$ cat src/hw/rtl/swm_pkg.sv
// Shared types and constants for the sliding window median filter.
// No dependencies; imported by every module of the block.
package swm_pkg;

  localparam int MAX_WINDOW_DEF  = 64;
  localparam int SAMPLE_BITS_DEF = 16;
  localparam int CFG_BITS        = 7;
  localparam logic [CFG_BITS-1:0] WINDOW_RESET = 7'd3;

  // Sequencer states
  typedef enum logic [1:0] {
    ST_IDLE,
    ST_PACK,
    ST_INSERT,
    ST_SEND
  } state_t;

  // Operation broadcast to every cell of the chain
  typedef enum logic [1:0] {
    OP_HOLD,
    OP_AGE,
    OP_PACK,
    OP_INSERT
  } op_t;

  typedef struct packed {
    op_t  op;
    logic restart;
  } cell_cmd_t;

  typedef struct packed {
    cell_cmd_t cmd;
    logic      in_stall;
    logic      load_out;
  } ctl_t;

endpackage

$ cat src/hw/rtl/swm_cell.sv
// One cell of the sorted sample chain: a value, its age and a valid bit.
// Depends on swm_pkg; trades contents with its lower and upper neighbors.
module swm_cell #(
  parameter int SAMPLE_BITS = 16,
  parameter int AGE_BITS    = 6,
  parameter int WB          = 7
) (
  input  logic                          clk,
  input  logic                          rst,
  input  swm_pkg::cell_cmd_t            cmd,
  input  logic [WB-1:0]                 eff_w,
  input  logic signed [SAMPLE_BITS-1:0] new_sample,
  input  logic                          dn_valid,
  input  logic signed [SAMPLE_BITS-1:0] dn_value,
  input  logic [AGE_BITS-1:0]           dn_age,
  input  logic                          dn_gt,
  input  logic                          up_valid,
  input  logic signed [SAMPLE_BITS-1:0] up_value,
  input  logic [AGE_BITS-1:0]           up_age,
  output logic                          valid,
  output logic signed [SAMPLE_BITS-1:0] value,
  output logic [AGE_BITS-1:0]           age,
  output logic                          gt,
  output logic                          move
);
  import swm_pkg::*;

  logic                          valid_next;
  logic signed [SAMPLE_BITS-1:0] value_next;
  logic [AGE_BITS-1:0]           age_next;
  logic [WB-1:0]                 age_inc;

  // New sample sorts below this entry; an empty slot pulls from above
  assign gt      = valid && (new_sample < value);
  assign move    = !valid && up_valid;
  assign age_inc = WB'(age) + WB'(1);

  always_comb begin
    valid_next = valid;
    value_next = value;
    age_next   = age;
    case (cmd.op)
      OP_AGE: begin
        // Grow the age, drop the entry once it falls out of the window or on restart
        age_next = AGE_BITS'(age_inc);
        if (cmd.restart || (age_inc >= eff_w)) begin
          valid_next = 1'b0;
        end
      end
      OP_PACK: begin
        // Close holes: pull the upper entry down one place
        if (move) begin
          valid_next = 1'b1;
          value_next = up_value;
          age_next   = up_age;
        end else if (valid && !dn_valid) begin
          valid_next = 1'b0;
        end
      end
      OP_INSERT: begin
        // Shift up above the insertion point, take the new sample at it
        if (dn_gt) begin
          valid_next = 1'b1;
          value_next = dn_value;
          age_next   = dn_age;
        end else if (gt || (!valid && dn_valid)) begin
          valid_next = 1'b1;
          value_next = new_sample;
          age_next   = '0;
        end
      end
      default: begin
        valid_next = valid;
      end
    endcase
  end

  always_ff @(posedge clk) begin
    if (rst) begin
      valid <= 1'b0;
    end else begin
      valid <= valid_next;
    end
  end

  always_ff @(posedge clk) begin
    value <= value_next;
    age   <= age_next;
  end

endmodule

$ cat config.mk
export PLATFORM = sky130hd
export DESIGN_NAME = swm_cell
export DESIGN_NICKNAME = d
export VERILOG_FILES = /design/src/hw/rtl/swm_pkg.sv /design/src/hw/rtl/swm_cell.sv
export SDC_FILE = /design/constraint.sdc
export NUM_CORES = 1
export LEC_CHECK = 0
export BUFFER_PORTS_ARGS = -buffer_cell sky130_fd_sc_hd__buf_2
export CAP_MARGIN = 25
export CORE_MARGIN = 10
export CORE_UTILIZATION = 51
export CTS_BUF_LIST = sky130_fd_sc_hd__clkbuf_4 sky130_fd_sc_hd__clkbuf_8
export CTS_CLUSTER_DIAMETER = 40
export DETAILED_ROUTE_END_ITERATION = 10
export PLACE_DENSITY = 0.89
export SETUP_SLACK_MARGIN = 0.5
export SLEW_MARGIN = 0
export SYNTH_ARGS = -nofsm -noshare
export SYNTH_HDL_FRONTEND = slang
export SYNTH_SLANG_ARGS = --single-unit
$ cat constraint.sdc
create_clock -name clk -period 5.4 [get_ports clk]
set_input_delay 1.08 -clock clk [delete_from_list [all_inputs] [get_ports clk]]
set_output_delay 1.08 -clock clk [all_outputs]
set_load 0.01 [all_outputs]
-- Yosys cells after proc, flatten, opt, wreduce, memory -nomap -nowiden
Cells that the tools add are included.
W data, S select, Z words.
- memories kept: 0
- output and inout bits: 25
- memory bits (read-only): 0
- bits of input ports: 75
- register bits: 23
- logic and storage cells: 40
- latch bits: 0
- RAM bits: 0
- multiplexer cells: 14
- div/mod/pow operators: 0
- magnitude comparators: 2
- equality and inequality tests: 7
- multiply operators: 0
- add/subtract/negate cells: 1
- reduce and logical (&&, ||, !) cells: 13
- bitwise operators: 0
- shift-type cells: 0
- operator list (kind ; count):
    $mux W16 ; 3
    $pmux W16 S2 ; 1
    $mux W6 ; 3
    $pmux W6 S3 ; 1
    $lt A16 B16 Y1 ; 1
    $add A6 B1 Y7 const B ; 1
    $ge A7 B7 Y1 ; 1
    $ne A3 B3 Y1 const B ; 2
    $reduce_and A3 Y1 ; 2
    $mux W1 ; 5
    $eq A2 B2 Y1 const B ; 2
    $logic_and A1 B1 Y1 ; 4
    $ne A2 B2 Y1 const B ; 2
    $reduce_and A4 Y1 ; 1
    $pmux W1 S3 ; 1
    $reduce_bool A3 Y1 ; 1
    $eq A2 B1 Y1 const B ; 1
    $logic_not A1 Y1 ; 2
    $logic_or A1 B1 Y1 ; 2
    $reduce_bool A2 Y1 ; 1

-- Depth between registers and ports, before layout
- depth after elaboration: 6
- depth in mapped cells: 7
- mapped depth without buffers: 7

-- Worst setup path before layout
OpenSTA, ideal clock, no wires.
- path kind: input to register
- start: input port new_sample[13]
- end: register value[0] (enable)
- required time: 4.986 ns
- cell stages on the path: 5
- library setup time: 0.414 ns
- data arrival time: 3.390 ns
- buffers on the path: 0
- path slack: 1.595 ns
- path through: ha_1 a21oi_2 o22ai_1 or4b_4 o31ai_1
- word-level cells in the longest chain between the ends: 5
- ends and longest elaborated chain (what ; line ; RTL):
    start, declared ; swm_cell.sv:12 ; input logic signed [SAMPLE_BITS-1:0] new_sample,
    $lt A16 B16 Y1 ; swm_cell.sv:34 ; assign gt = valid && (new_sample < value);
    $logic_and A1 B1 Y1 ; swm_cell.sv:34 ;
    $logic_or A1 B1 Y1 ; swm_cell.sv:66 ; end else if (gt || (!valid && dn_valid)) begin
    $ne A3 B3 Y1 (no source line) ; n/a ;
    $reduce_and A3 Y1 (no source line) ; n/a ;
    end signal, assigned ; swm_cell.sv:87 ; value <= value_next;
    end, declared ; swm_cell.sv:21 ; output logic signed [SAMPLE_BITS-1:0] value,
No other way between the ends.
A chain may end at the register's enable or synchronous reset.

-- Worst setup path after layout
- start: input port new_sample[13]
- end: output port gt
- word-level cells in the longest chain between the ends: 2
- ends and longest elaborated chain (what ; line ; RTL):
    $lt A16 B16 Y1 ; swm_cell.sv:34 ;
    $logic_and A1 B1 Y1 ; swm_cell.sv:34 ;
    end, declared ; swm_cell.sv:23 ; output logic gt,
No other way between the ends.

==> results.toml <==
[power]
vdd_drop_max_uv = 127.8
power.static_leakage_nw = 1.286
fin_total_pwr_mw = 0.5149
p_per_area_nw_per_um2 = 205.0

[worst_setup_path]
crit_type = "in2out"
r2r_slack_ns = 2.62
critical_path.top_delay_family = "simple AND/OR/NAND/NOR gates"
cp.arrival_ns = 2.66
max_stage_delay_ns = 0.51
crit_fanout = 3
worstSetupEndpointType = "output pin"
path_buf_inv = 2
crit_slowest_cell = "or4b_4"
required_ns = 4.32
critPathLaunchType = "input pin"
path_cells = "buf_2 -> ha_1 -> a21oi_2 -> o22ai_1 -> or4b_4 -> nor2b_4 -> nor3b_2 -> buf_2"
crit_top_cell = "buf_2"

[sta]
worstMarginPinSlew_ns = 0.8199
fin_ws_ns = 1.659
rsz0062_at_grt = "false"
hold_ws_ns = 0.6767
timing.fmax_ghz = 0.2673
finalSetupViolCount = 0
finalHoldViolCount = 0
period_needed_ns = 3.741
setup_tns_ns = 0
maxSlewViolCount = 0
fin_crit_sh_pct = 69.28
maxSlewHeadroom_pct = 45.01
finClkSkew_ns = 0.003314

[synth]
synth-compound-area-share_pct = 16.52
synth_warnings = 0
synth-simple-area-share_pct = 16.13
synth_cells = 213
synth_top_family_by_area = "compound AO/OA/AOI/OAI gates"
synth-adder-area-share_pct = 14.84
avgSynthCellArea_um2 = 9.105
netlist_area_um2 = 1939
synth_xor_xnor_area_share_pct = 1.806
ys_types = 43
syn_nets = 311
ys_ff_latch = 23
ys_seq_area_share_pct = 35.10
muxShareOfSynthArea_pct = 8.258

[grt]
use_met3_pct = 6.004
antenna_found_initial = 0
grt_max_degree = 33
grt_util_met1_pct = 16.54
grt_usage_pct = 16.28
grt_pass1_wl_um = 8659
grt.met2_usage_pct = 29.78
grt_pass1_vias = 1962
grt.busiest_layer = "met2"
overflow = 0

[cells_and_area]
final_common_cell = "buf_2"
area_growth_pct = 29.48
drive_gt1_share_pct = 36.93
nets = 405
antenna_cells = 0
n_fill_cell = 311
mostFrequentLayoutCells = "99 x buf_2, 27 x a21oi_1, 26 x nor2_1"

[placement]
place_congestion = 0.8367
port_buffers = 99
dp_hpwl_um = 4604
place_worst_setup_slack_ns = 1.659

[clock_tree]
cts_setup_buffers = 0
cts.sinks = 23
h-tree-depth = 1
cts_resized = 0
insertion_delay_ns = 0.27
clk_pin_slew_ns = 0.08
ctsHoldBuffers = 0
cts_buffer_depth = 2
clock-root-buffer = "clkbuf_8"
cts_buffers = 3
cts_tree = "done"

[run]
maxCapViolCount = 0

[routing]
post-route-drc-count = 0
dr_total_vias = 1849
drt-initial-drc-count = 66
dr.pass1.iters = 4
postRouteAntennaNets = 0
viasPerCell = 5.223
wl_per_cell_um = 15.45
wl_um = 5470

[floorplan]
core_region_area_um2 = 3661
initial_core_util_pct = 52.97
die_x_um = 81.67
pin_count = 100
fp.dieH_um = 81.67
die-area_um2 = 6669
row_count = 22

[status]
status = "finished, final reports clean"

[min_path]
holdCritPathClass = "reg2reg"
==> final cells by class <==
cell class | count | area (um^2) | area share (%)
clock buffer | 4 | 48.80 | 1.943
inverter | 24 | 90.09 | 3.587
multi-input combinational | 154 | 1121 | 44.64
sequential | 23 | 680.7 | 27.11
tap | 48 | 60.06 | 2.392
timing repair buffer | 101 | 510.5 | 20.33
==> metal layers <==
metal  routed length [um]  part of all wire (%)  up-vias
met5                    0                     0        -
met4                  121                   2.2        0
met3                  554                    10       11
met2                 2765                    51       72
met1                 2029                    37      819
li1                     -                     -      947
==> state kept, by name (all words and copies together), names as in the netlist <==
register	count
age	6
valid	1
value	16
==> where the power goes <==
group	switching, mW	internal [mW]	total (mW)
Clock	0.0567	0.0578	0.114
Combinational	0.0909	0.0807	0.172
Sequential	0.0120	0.217	0.229
==> cells by family (layout without fill, tap and decap cells) <==
| group | count (synthesis) | count (layout) |
|---|---|---|
| AO/OA/AOI/OAI | 50 | 50 |
| XOR/XNOR | 4 | 4 |
| adder cells (fa/ha/maj) | 23 | 23 |
| AND/OR/NAND/NOR | 61 | 61 |
| flip-flops | 23 | 23 |
| multiplexers | 16 | 16 |
| buffers and inverters | 36 | 129 |
==> synthesized netlist by cell type (all sizes together) <==
master / number / area (um^2)
mux2i: 16 / 160.2
a221oi: 1 / 8.760
a21oi: 28 / 143.9
a41o: 1 / 10.01
edfxtp: 22 / 660.6
nand3: 4 / 20.02
nor3: 1 / 5.000
o32ai: 1 / 16.27
nor2: 26 / 97.59
a311oi: 1 / 8.760
nand2: 10 / 37.54
nand2b: 3 / 18.77
nor3b: 1 / 12.51
a2111oi: 2 / 23.77
ha: 23 / 287.8
or3: 1 / 6.260
or4b: 1 / 13.76
a31oi: 5 / 31.28
a211o: 2 / 17.52
and2: 1 / 6.260
buf: 6 / 28.77
a21boi: 1 / 7.510
dfxtp: 1 / 20.02
clkbuf: 6 / 23.77
o21ai: 3 / 15.01
o31ai: 1 / 7.510
nor4: 1 / 6.260
o2111ai: 1 / 8.760
and4: 1 / 8.760
o22ai: 1 / 6.260
inv: 24 / 90.09
a21o: 1 / 7.510
xor2: 2 / 17.52
nor2b: 8 / 57.55
and2b: 1 / 10.01
xnor2: 2 / 17.52
a211oi: 1 / 7.510
nand4: 2 / 12.51
==> worst paths after layout <==
check	to	from	cells past startpoint
worst max-delay path	gt	new_sample[13]	8
worst min-delay path	valid	valid	1
worst max register to register	value[1]	value[11]	7
worst min register to register	valid	valid	1
==> stage by stage <==
step / util, % / cell area (um^2) / instances
6_report: 68.59 / 2511 / 354
5_1_grt: 68.59 / 2511 / 354
4_1_cts: 68.59 / 2511 / 354
3_5_place_dp: 67.26 / 2462 / 350
3_3_place_gp: 67.26 / 2462 / 350
2_1_floorplan: - / 1939 / 213
Note: power is estimated with default switching activity, not from simulation.
