$ cat src/hw/rtl/swm_pkg.sv
// Shared types and constants for the sliding window median filter.
// No dependencies; imported by every module of the block.
package swm_pkg;

  localparam int MAX_WINDOW_DEF  = 64;
  localparam int SAMPLE_BITS_DEF = 16;
  localparam int CFG_BITS        = 7;
  localparam logic [CFG_BITS-1:0] WINDOW_RESET = 7'd3;

  // Sequencer states
  typedef enum logic [1:0] {
    ST_IDLE,
    ST_PACK,
    ST_INSERT,
    ST_SEND
  } state_t;

  // Operation broadcast to every cell of the chain
  typedef enum logic [1:0] {
    OP_HOLD,
    OP_AGE,
    OP_PACK,
    OP_INSERT
  } op_t;

  typedef struct packed {
    op_t  op;
    logic restart;
  } cell_cmd_t;

  typedef struct packed {
    cell_cmd_t cmd;
    logic      in_stall;
    logic      load_out;
  } ctl_t;

endpackage

$ cat src/hw/rtl/swm_ctrl.sv
// Sequencer for the median filter: steps the cell chain through age,
// compaction and insertion, and tracks the fill count. Depends on swm_pkg.
module swm_ctrl #(
  parameter int WB = 7
) (
  input  logic          clk,
  input  logic          rst,
  input  logic          in_valid,
  input  logic          restart,
  input  logic [WB-1:0] eff_w,
  input  logic          any_move,
  input  logic          out_valid,
  input  logic          out_stall,
  output swm_pkg::ctl_t ctl
);
  import swm_pkg::*;

  state_t        state;
  state_t        state_next;
  logic [WB-1:0] fill;
  logic [WB-1:0] fill_next;
  logic [WB-1:0] kept;
  logic          has_result;
  logic          accept;
  logic          out_free;

  assign accept   = (state == ST_IDLE) && in_valid;
  assign out_free = !out_valid || !out_stall;

  // Entries left after aging are the youngest min(fill, w-1), none on restart
  always_comb begin
    if (restart) begin
      kept = '0;
    end else if (fill < eff_w) begin
      kept = fill;
    end else begin
      kept = eff_w - WB'(1);
    end
    fill_next = kept + WB'(1);
  end

  // Next state
  always_comb begin
    state_next = state;
    case (state)
      ST_IDLE: begin
        if (in_valid) state_next = ST_PACK;
      end
      ST_PACK: begin
        if (!any_move) state_next = ST_INSERT;
      end
      ST_INSERT: begin
        state_next = has_result ? ST_SEND : ST_IDLE;
      end
      ST_SEND: begin
        if (out_free) state_next = ST_IDLE;
      end
      default: begin
        state_next = ST_IDLE;
      end
    endcase
  end

  // Outputs
  always_comb begin
    ctl.cmd.restart = restart;
    ctl.in_stall    = (state != ST_IDLE);
    ctl.load_out    = 1'b0;
    case (state)
      ST_IDLE:   ctl.cmd.op = in_valid ? OP_AGE : OP_HOLD;
      ST_PACK:   ctl.cmd.op = OP_PACK;
      ST_INSERT: ctl.cmd.op = OP_INSERT;
      ST_SEND: begin
        ctl.cmd.op   = OP_HOLD;
        ctl.load_out = out_free;
      end
      default:   ctl.cmd.op = OP_HOLD;
    endcase
  end

  always_ff @(posedge clk) begin
    if (rst) begin
      state      <= ST_IDLE;
      fill       <= '0;
      has_result <= 1'b0;
    end else begin
      state <= state_next;
      if (accept) begin
        fill       <= fill_next;
        has_result <= (fill_next == eff_w);
      end
    end
  end

endmodule

$ cat config.mk
export PLATFORM = sky130hd
export DESIGN_NAME = swm_ctrl
export DESIGN_NICKNAME = d
export VERILOG_FILES = /design/src/hw/rtl/swm_pkg.sv /design/src/hw/rtl/swm_ctrl.sv
export SDC_FILE = /design/constraint.sdc
export NUM_CORES = 1
export LEC_CHECK = 0
export ABC_AREA = 1
export BUFFER_PORTS_ARGS = -buffer_cell sky130_fd_sc_hd__buf_2
export CORE_ASPECT_RATIO = 1.1
export CORE_UTILIZATION = 30
export DETAILED_ROUTE_END_ITERATION = 8
export GPL_TIMING_DRIVEN = 0
export SYNTH_ARGS = -nofsm -noshare
export SYNTH_HDL_FRONTEND = slang
export SYNTH_SLANG_ARGS = --single-unit
$ cat constraint.sdc
create_clock -name clk -period 2.85 [get_ports clk]
set_input_delay 0.1425 -clock clk [delete_from_list [all_inputs] [get_ports clk]]
set_output_delay 0.1425 -clock clk [all_outputs]
set_load 0.01 [all_outputs]
After elaboration in Yosys (flattened, before gate mapping)
Cells that the tools add are included.

operators by class
  equality and inequality tests = 7
  reduce and logical (&&, ||, !) cells = 7
  $lt $le $gt $ge = 1
  add/sub/neg operators = 2
  muxes and demuxes = 10

operators with widths
  kind                                                                count
  2-bit one-hot mux with 4 select lines                               2
  7-bit two-way mux                                                   2
  2-bit two-way mux                                                   4
  7-bit by 1-bit adder with 7-bit output, second input constant       1
  7-bit == test                                                       1
  7-bit less-than comparator                                          1
  7-bit by 1-bit subtractor with 7-bit output, second input constant  1
  2-bit != test, second input constant                                3
  2-bit == test, second input constant                                2
  3-bit AND reduction                                                 1
  2-bit by 1-bit == test with 1-bit output, second input constant     1
  1-bit zero test                                                     2
  2-bit zero test                                                     1
  1-bit two-way mux                                                   2
  2-bit nonzero test                                                  1
  1-bit logical AND                                                   1
  1-bit logical OR                                                    1

storage, ports and cells
  word-level logic and storage cells = 30
  input bits = 14
  bits in registers = 10
  output and inout bits = 5

Logic depth before layout (Yosys ltp)
  depth in word-level cells = 5
  depth in mapped cells = 23
  gate-level depth less buffers = 22

Least setup slack after synthesis
No wires, ideal clock.

  kind = reg-to-reg
  start = register fill[6]
  end = register has_result
  period minus slack after synthesis = 2.461 ns
  cell stages (with the launch flop) = 21
  data required time = 2.784 ns
  setup slack = 0.389 ns
  arrival time = 2.395 ns
  setup time = 0.066 ns
  buffers on the path = 1
  cells stage by stage = dfxtp_1 > ha_1 > nand2_1 > nor2_1 > nand2_4 > nand2_2 > buf_6 > nand2_1 > nand3_2 > inv_1 > ha_1 > o21ai_0 > a21oi_1 > nand2_1 > a21oi_1 > nand2_1 > nor2_1 > nand3_1 > nor2_1 > nand2_1 > a21oi_2

between the ends
  longest elaborated chain between the ends = 5

RTL lines
  item                                    RTL line        source
  from (decl)                             swm_ctrl.sv:20  logic [WB-1:0] fill;
  from (signal assigned)                  swm_ctrl.sv:89  fill <= fill_next;
  7-bit less-than comparator              swm_ctrl.sv:34  end else if (fill < eff_w) begin
  7-bit two-way mux                       swm_ctrl.sv:34
  7-bit two-way mux                       swm_ctrl.sv:32  if (restart) begin
  7-bit by 1-bit adder with 7-bit output  swm_ctrl.sv:39  fill_next = kept + WB'(1);
  net fill_next[1]                        swm_ctrl.sv:21  logic [WB-1:0] fill_next;
  7-bit == test                           swm_ctrl.sv:90  has_result <= (fill_next == eff_w);
  to (signal assigned)                    swm_ctrl.sv:90
  to (decl)                               swm_ctrl.sv:23  logic has_result;

The timed path passes the listed nets, and every way through them passes these cells.
A chain may end at the register's enable or synchronous reset.

Worst setup path in the final report
  start = register fill[2]
  end = register has_result

Same word-level chain as after synthesis.

==> summary.md <==
The flow ran to the end, and the final reports show no timing, DRC or antenna violations. For the worst setup path, the data arrival time is 2790 ps. The clock skew after layout came out at 4.133 ps. Setup repair after global routing left no endpoint under its margin. Post-route setup TNS: 0 ps.

Before CTS, the worst setup slack after placement is -74.49 ps. The critical path endpoint category is a register. The final count of pins violating max slew was 0; the pin slew with the least headroom to its limit was 315.3 ps. Once routing completed, OpenROAD measured the worst setup slack at 230.5 ps. At the worst endpoint, the required time is 3020 ps. The root buffer cell chosen for the clock tree is sky130_fd_sc_hd__clkbuf_8.

The analysis attributes to cell leakage a power of 0.8616 nW. The worst pin sits at a relative slew slack of 78.83%. Synthesis produced a netlist with a net count of 236. In the routed layout, each cell is associated on average with a via count of 4.666. The synthesized netlist contains 29 unique library cells. TritonCTS built the clock tree. The kind of critical path is register to register. Setup violations remaining at the end of the flow were counted as 0.

Summing every instance area after synthesis gives 0.001302 mm^2. The buffer levels on the longest clock path was 2. For this design the ratio of total power to cell area is 508.3 mW/mm^2.

The CTS sink count came out at 10. The overall die width was 64.83 um; the critical path's largest stage delay was 340 ps. The number of synthesized flops with an enable pin was 0. The number of antenna violations at the first check in global routing is 0, and the all-layer global routing usage is 14.15%. At the end of routability-driven placement, the weighted congestion stood at 0.8238.

Half-perimeter wire length after detailed placement: 2507 um. The highest clock frequency the design can meet came out at 381.8 MHz. Among all flip-flop cells after synthesis, the most frequent one is sky130_fd_sc_hd__dfxtp_1. Hold repair after CTS inserted 0 buffers. In this run the worst path has a maximum fanout of 6. Once placement completed, the tool counted placed cells totaling 279. The post-synthesis async set-or-reset flop share came out at 0%. After layout, the worst path uses 91.91% of the clock period. Entering global routing, the biggest net connects 11 pins.

The run gives 1 as the number of H-tree branching levels. The share of final-layout standard cells stronger than drive strength 1 was 29.46%; the hold violation total from the final report was 0. The synthesized design contains 10 register bits.

Starting utilization of the core area: 32.13%. The run gives 293 as the final cell count without fillers. The detailed-router iteration count before antenna repair was 4; the clock slew seen by the registers of the worst setup and hold paths was 50 ps. In this run the tool buffered the top-level ports with 18 buffer cells. The area growth from synthesis to layout is 27.19%. The tools report the final global-route overflow total as 0.

Among all stages on the critical path, the largest delay is contributed by sky130_fd_sc_hd__dfxtp_2. Leaving out fill and tap cells, the most frequent cells in the layout are sky130_fd_sc_hd__nand2_1, sky130_fd_sc_hd__inv_1, sky130_fd_sc_hd__nand3_1, sky130_fd_sc_hd__buf_2, sky130_fd_sc_hd__nor2_1. After detailed routing, the number of remaining DRC violations is 0.

For the clock latency of the later-clocked register in the worst-skew pair, the log shows 230 ps. The final layout contains 269 nets. The worst setup path is launched from a register. The logs give 0 for the number of warnings printed during yosys synthesis and 5230 um for the global-route wire length before repair.

Of the post-synthesis cell area, the dominant cell type holds 15.37%. The core area is 0.004054 mm^2, and the first-iteration detailed-routing DRC count is 43. Hold timing on the final database bottoms out at a slack of 140.3 ps. In this run the worst hold path is classified as input pin to register.

Traced cell by cell, the critical path runs through ha_1 -> nand2_1 -> clkinv_1 -> nand2_1 -> nand2_2 -> nand2_4 -> nand2_2 -> buf_8 -> nand2_1 -> nand3_2 -> inv_2 -> ha_4 -> o21ai_0 -> a21oi_1 -> nand2_1 -> a21oi_2 -> nand2_1 -> nor2_2 -> nand3_2 -> nor2_2 -> nand2_2 -> a21oi_2. From bottom edge to top edge, the die measures 71.11 um. In the synthesized netlist, the number of instances is 209. Dividing the detail-routed wire length by the instance count gives 10.55 um.

Leaving out fill and tap cells, the most frequent cell in the layout is sky130_fd_sc_hd__nand2_1. In the post-synthesis netlist, the biggest area contributors are sky130_fd_sc_hd__dfxtp_1, sky130_fd_sc_hd__nand2_1, sky130_fd_sc_hd__ha_1. The die covers 0.004609 mm^2. Once detail routing completed, the nets flagged for antenna violations numbered 0.

The routed design could run at a clock period as short as 2620 ps. In this run the mean area of a mapped cell was 6.232 um^2. The run gives 0 as the count of antenna diodes in the layout.

For the max capacitance violation total, the log shows 0. VDD sags by at most 0.0002961 V. The detailed-route wire length was 3092 um; the I/O pin total was 19. The routed via count came out at 1,367. Of the synthesized area, sequential elements account for 15.37%. The synthesized design spends more area on one cell type than any other, namely sky130_fd_sc_hd__dfxtp_1.

Across all register-to-register paths, the minimum setup slack is 230 ps. For the via count of the first global-routing pass, the log shows 1,231. The cell row count came out at 24. Counting stages on the worst path, the most repeated cell is sky130_fd_sc_hd__nand2_1. Clock tree synthesis inserted a total of 3 buffers.
-- state kept, by name, indices dropped and copies added (netlist names) --
register    cells
fill            7
has_result      1
state           2
-- kinds of logic after synthesis --
| family | synth area share, % |
|---|---|
| AOI/OAI and AO/OA | 12.20 |
| DFF | 15.37 |
| adders and majority gates | 12.49 |
| buffers and inverters | 12.49 |
| xor gates and xnor gates | 2.690 |
| and+or+nand+nor | 44.76 |
-- Yosys cell counts, types with 2 or more instances --
cell and instances:
sky130_fd_sc_hd__a21oi_1 10, sky130_fd_sc_hd__clkinv_1 2, sky130_fd_sc_hd__dfxtp_1 10, sky130_fd_sc_hd__ha_1 13
sky130_fd_sc_hd__inv_1 31, sky130_fd_sc_hd__inv_2 4, sky130_fd_sc_hd__nand2_1 52, sky130_fd_sc_hd__nand2_2 3
sky130_fd_sc_hd__nand2_4 3, sky130_fd_sc_hd__nand3_1 29, sky130_fd_sc_hd__nand3_4 2, sky130_fd_sc_hd__nand3b_1 2
sky130_fd_sc_hd__nand4_1 3, sky130_fd_sc_hd__nor2_1 16, sky130_fd_sc_hd__nor2_4 4, sky130_fd_sc_hd__o211ai_1 2
sky130_fd_sc_hd__o21ai_0 8, sky130_fd_sc_hd__o21ai_1 2, sky130_fd_sc_hd__xor2_1 3
-- per-layer routing --
metal  vias up  track usage, %  share of wire [%]
met5         -               0                  0
met2        29           24.88                 47
li1        735               -                  -
met3         2           1.452                4.2
met4         0           3.457               0.36
met1       601           18.21                 49
-- repair_timing --
item | CTS | global route
setup endpoints to repair | 1 | 2
gates resized for setup | 1 | 15
buffers inserted | 2 | 8
cloned | 0 | 0
pin swaps | 1 | 9
-- final timing paths --
kind / cells after the start / startpoint / endpoint
max: 22 / fill[2] / has_result
max reg2reg: 22 / fill[2] / has_result
min: 2 / rst / has_result
min reg2reg: 2 / has_result / has_result
-- cell type report --
class	instances	area [um^2]
fill	443	2397
multi-input combinational	159	1001
sequential	10	203.9
timing repair buffer	28	165.2
inverter	37	138.9
tap	52	65.06
clock buffer	4	55.05
buffer	3	27.53
-- where the power goes --
part           total [mW]  internal, mW  switching, mW
clock network       0.174         0.121         0.0532
registers           0.193         0.168         0.0249
logic               0.475         0.192          0.282
total               0.842         0.482          0.360
-- through the flow --
| stage | total power, mW | util, % | cell area, um^2 |
|---|---|---|---|
| after global placement | 0.6042 | 35.96 | 1458 |
| after floorplan | 0.5119 | - | 1303 |
| after detailed placement | 0.6066 | 35.96 | 1458 |
| after CTS | 0.7944 | 37.75 | 1530 |
| after global routing | 0.9159 | 40.86 | 1657 |
| final | 0.8420 | 40.86 | 1657 |
-- worst max-delay path, delay by kind of cell, from the launching register on --
family | cells | cell delay [ps]
AO/OA/AOI/OAI | 4 | 410
AND/OR/NAND/NOR | 13 | 1050
buffers and inverters | 3 | 200
flip-flops | 1 | 340
adder cells (fa/ha/maj) | 2 | 550
Power figures use the tool's default switching activity.
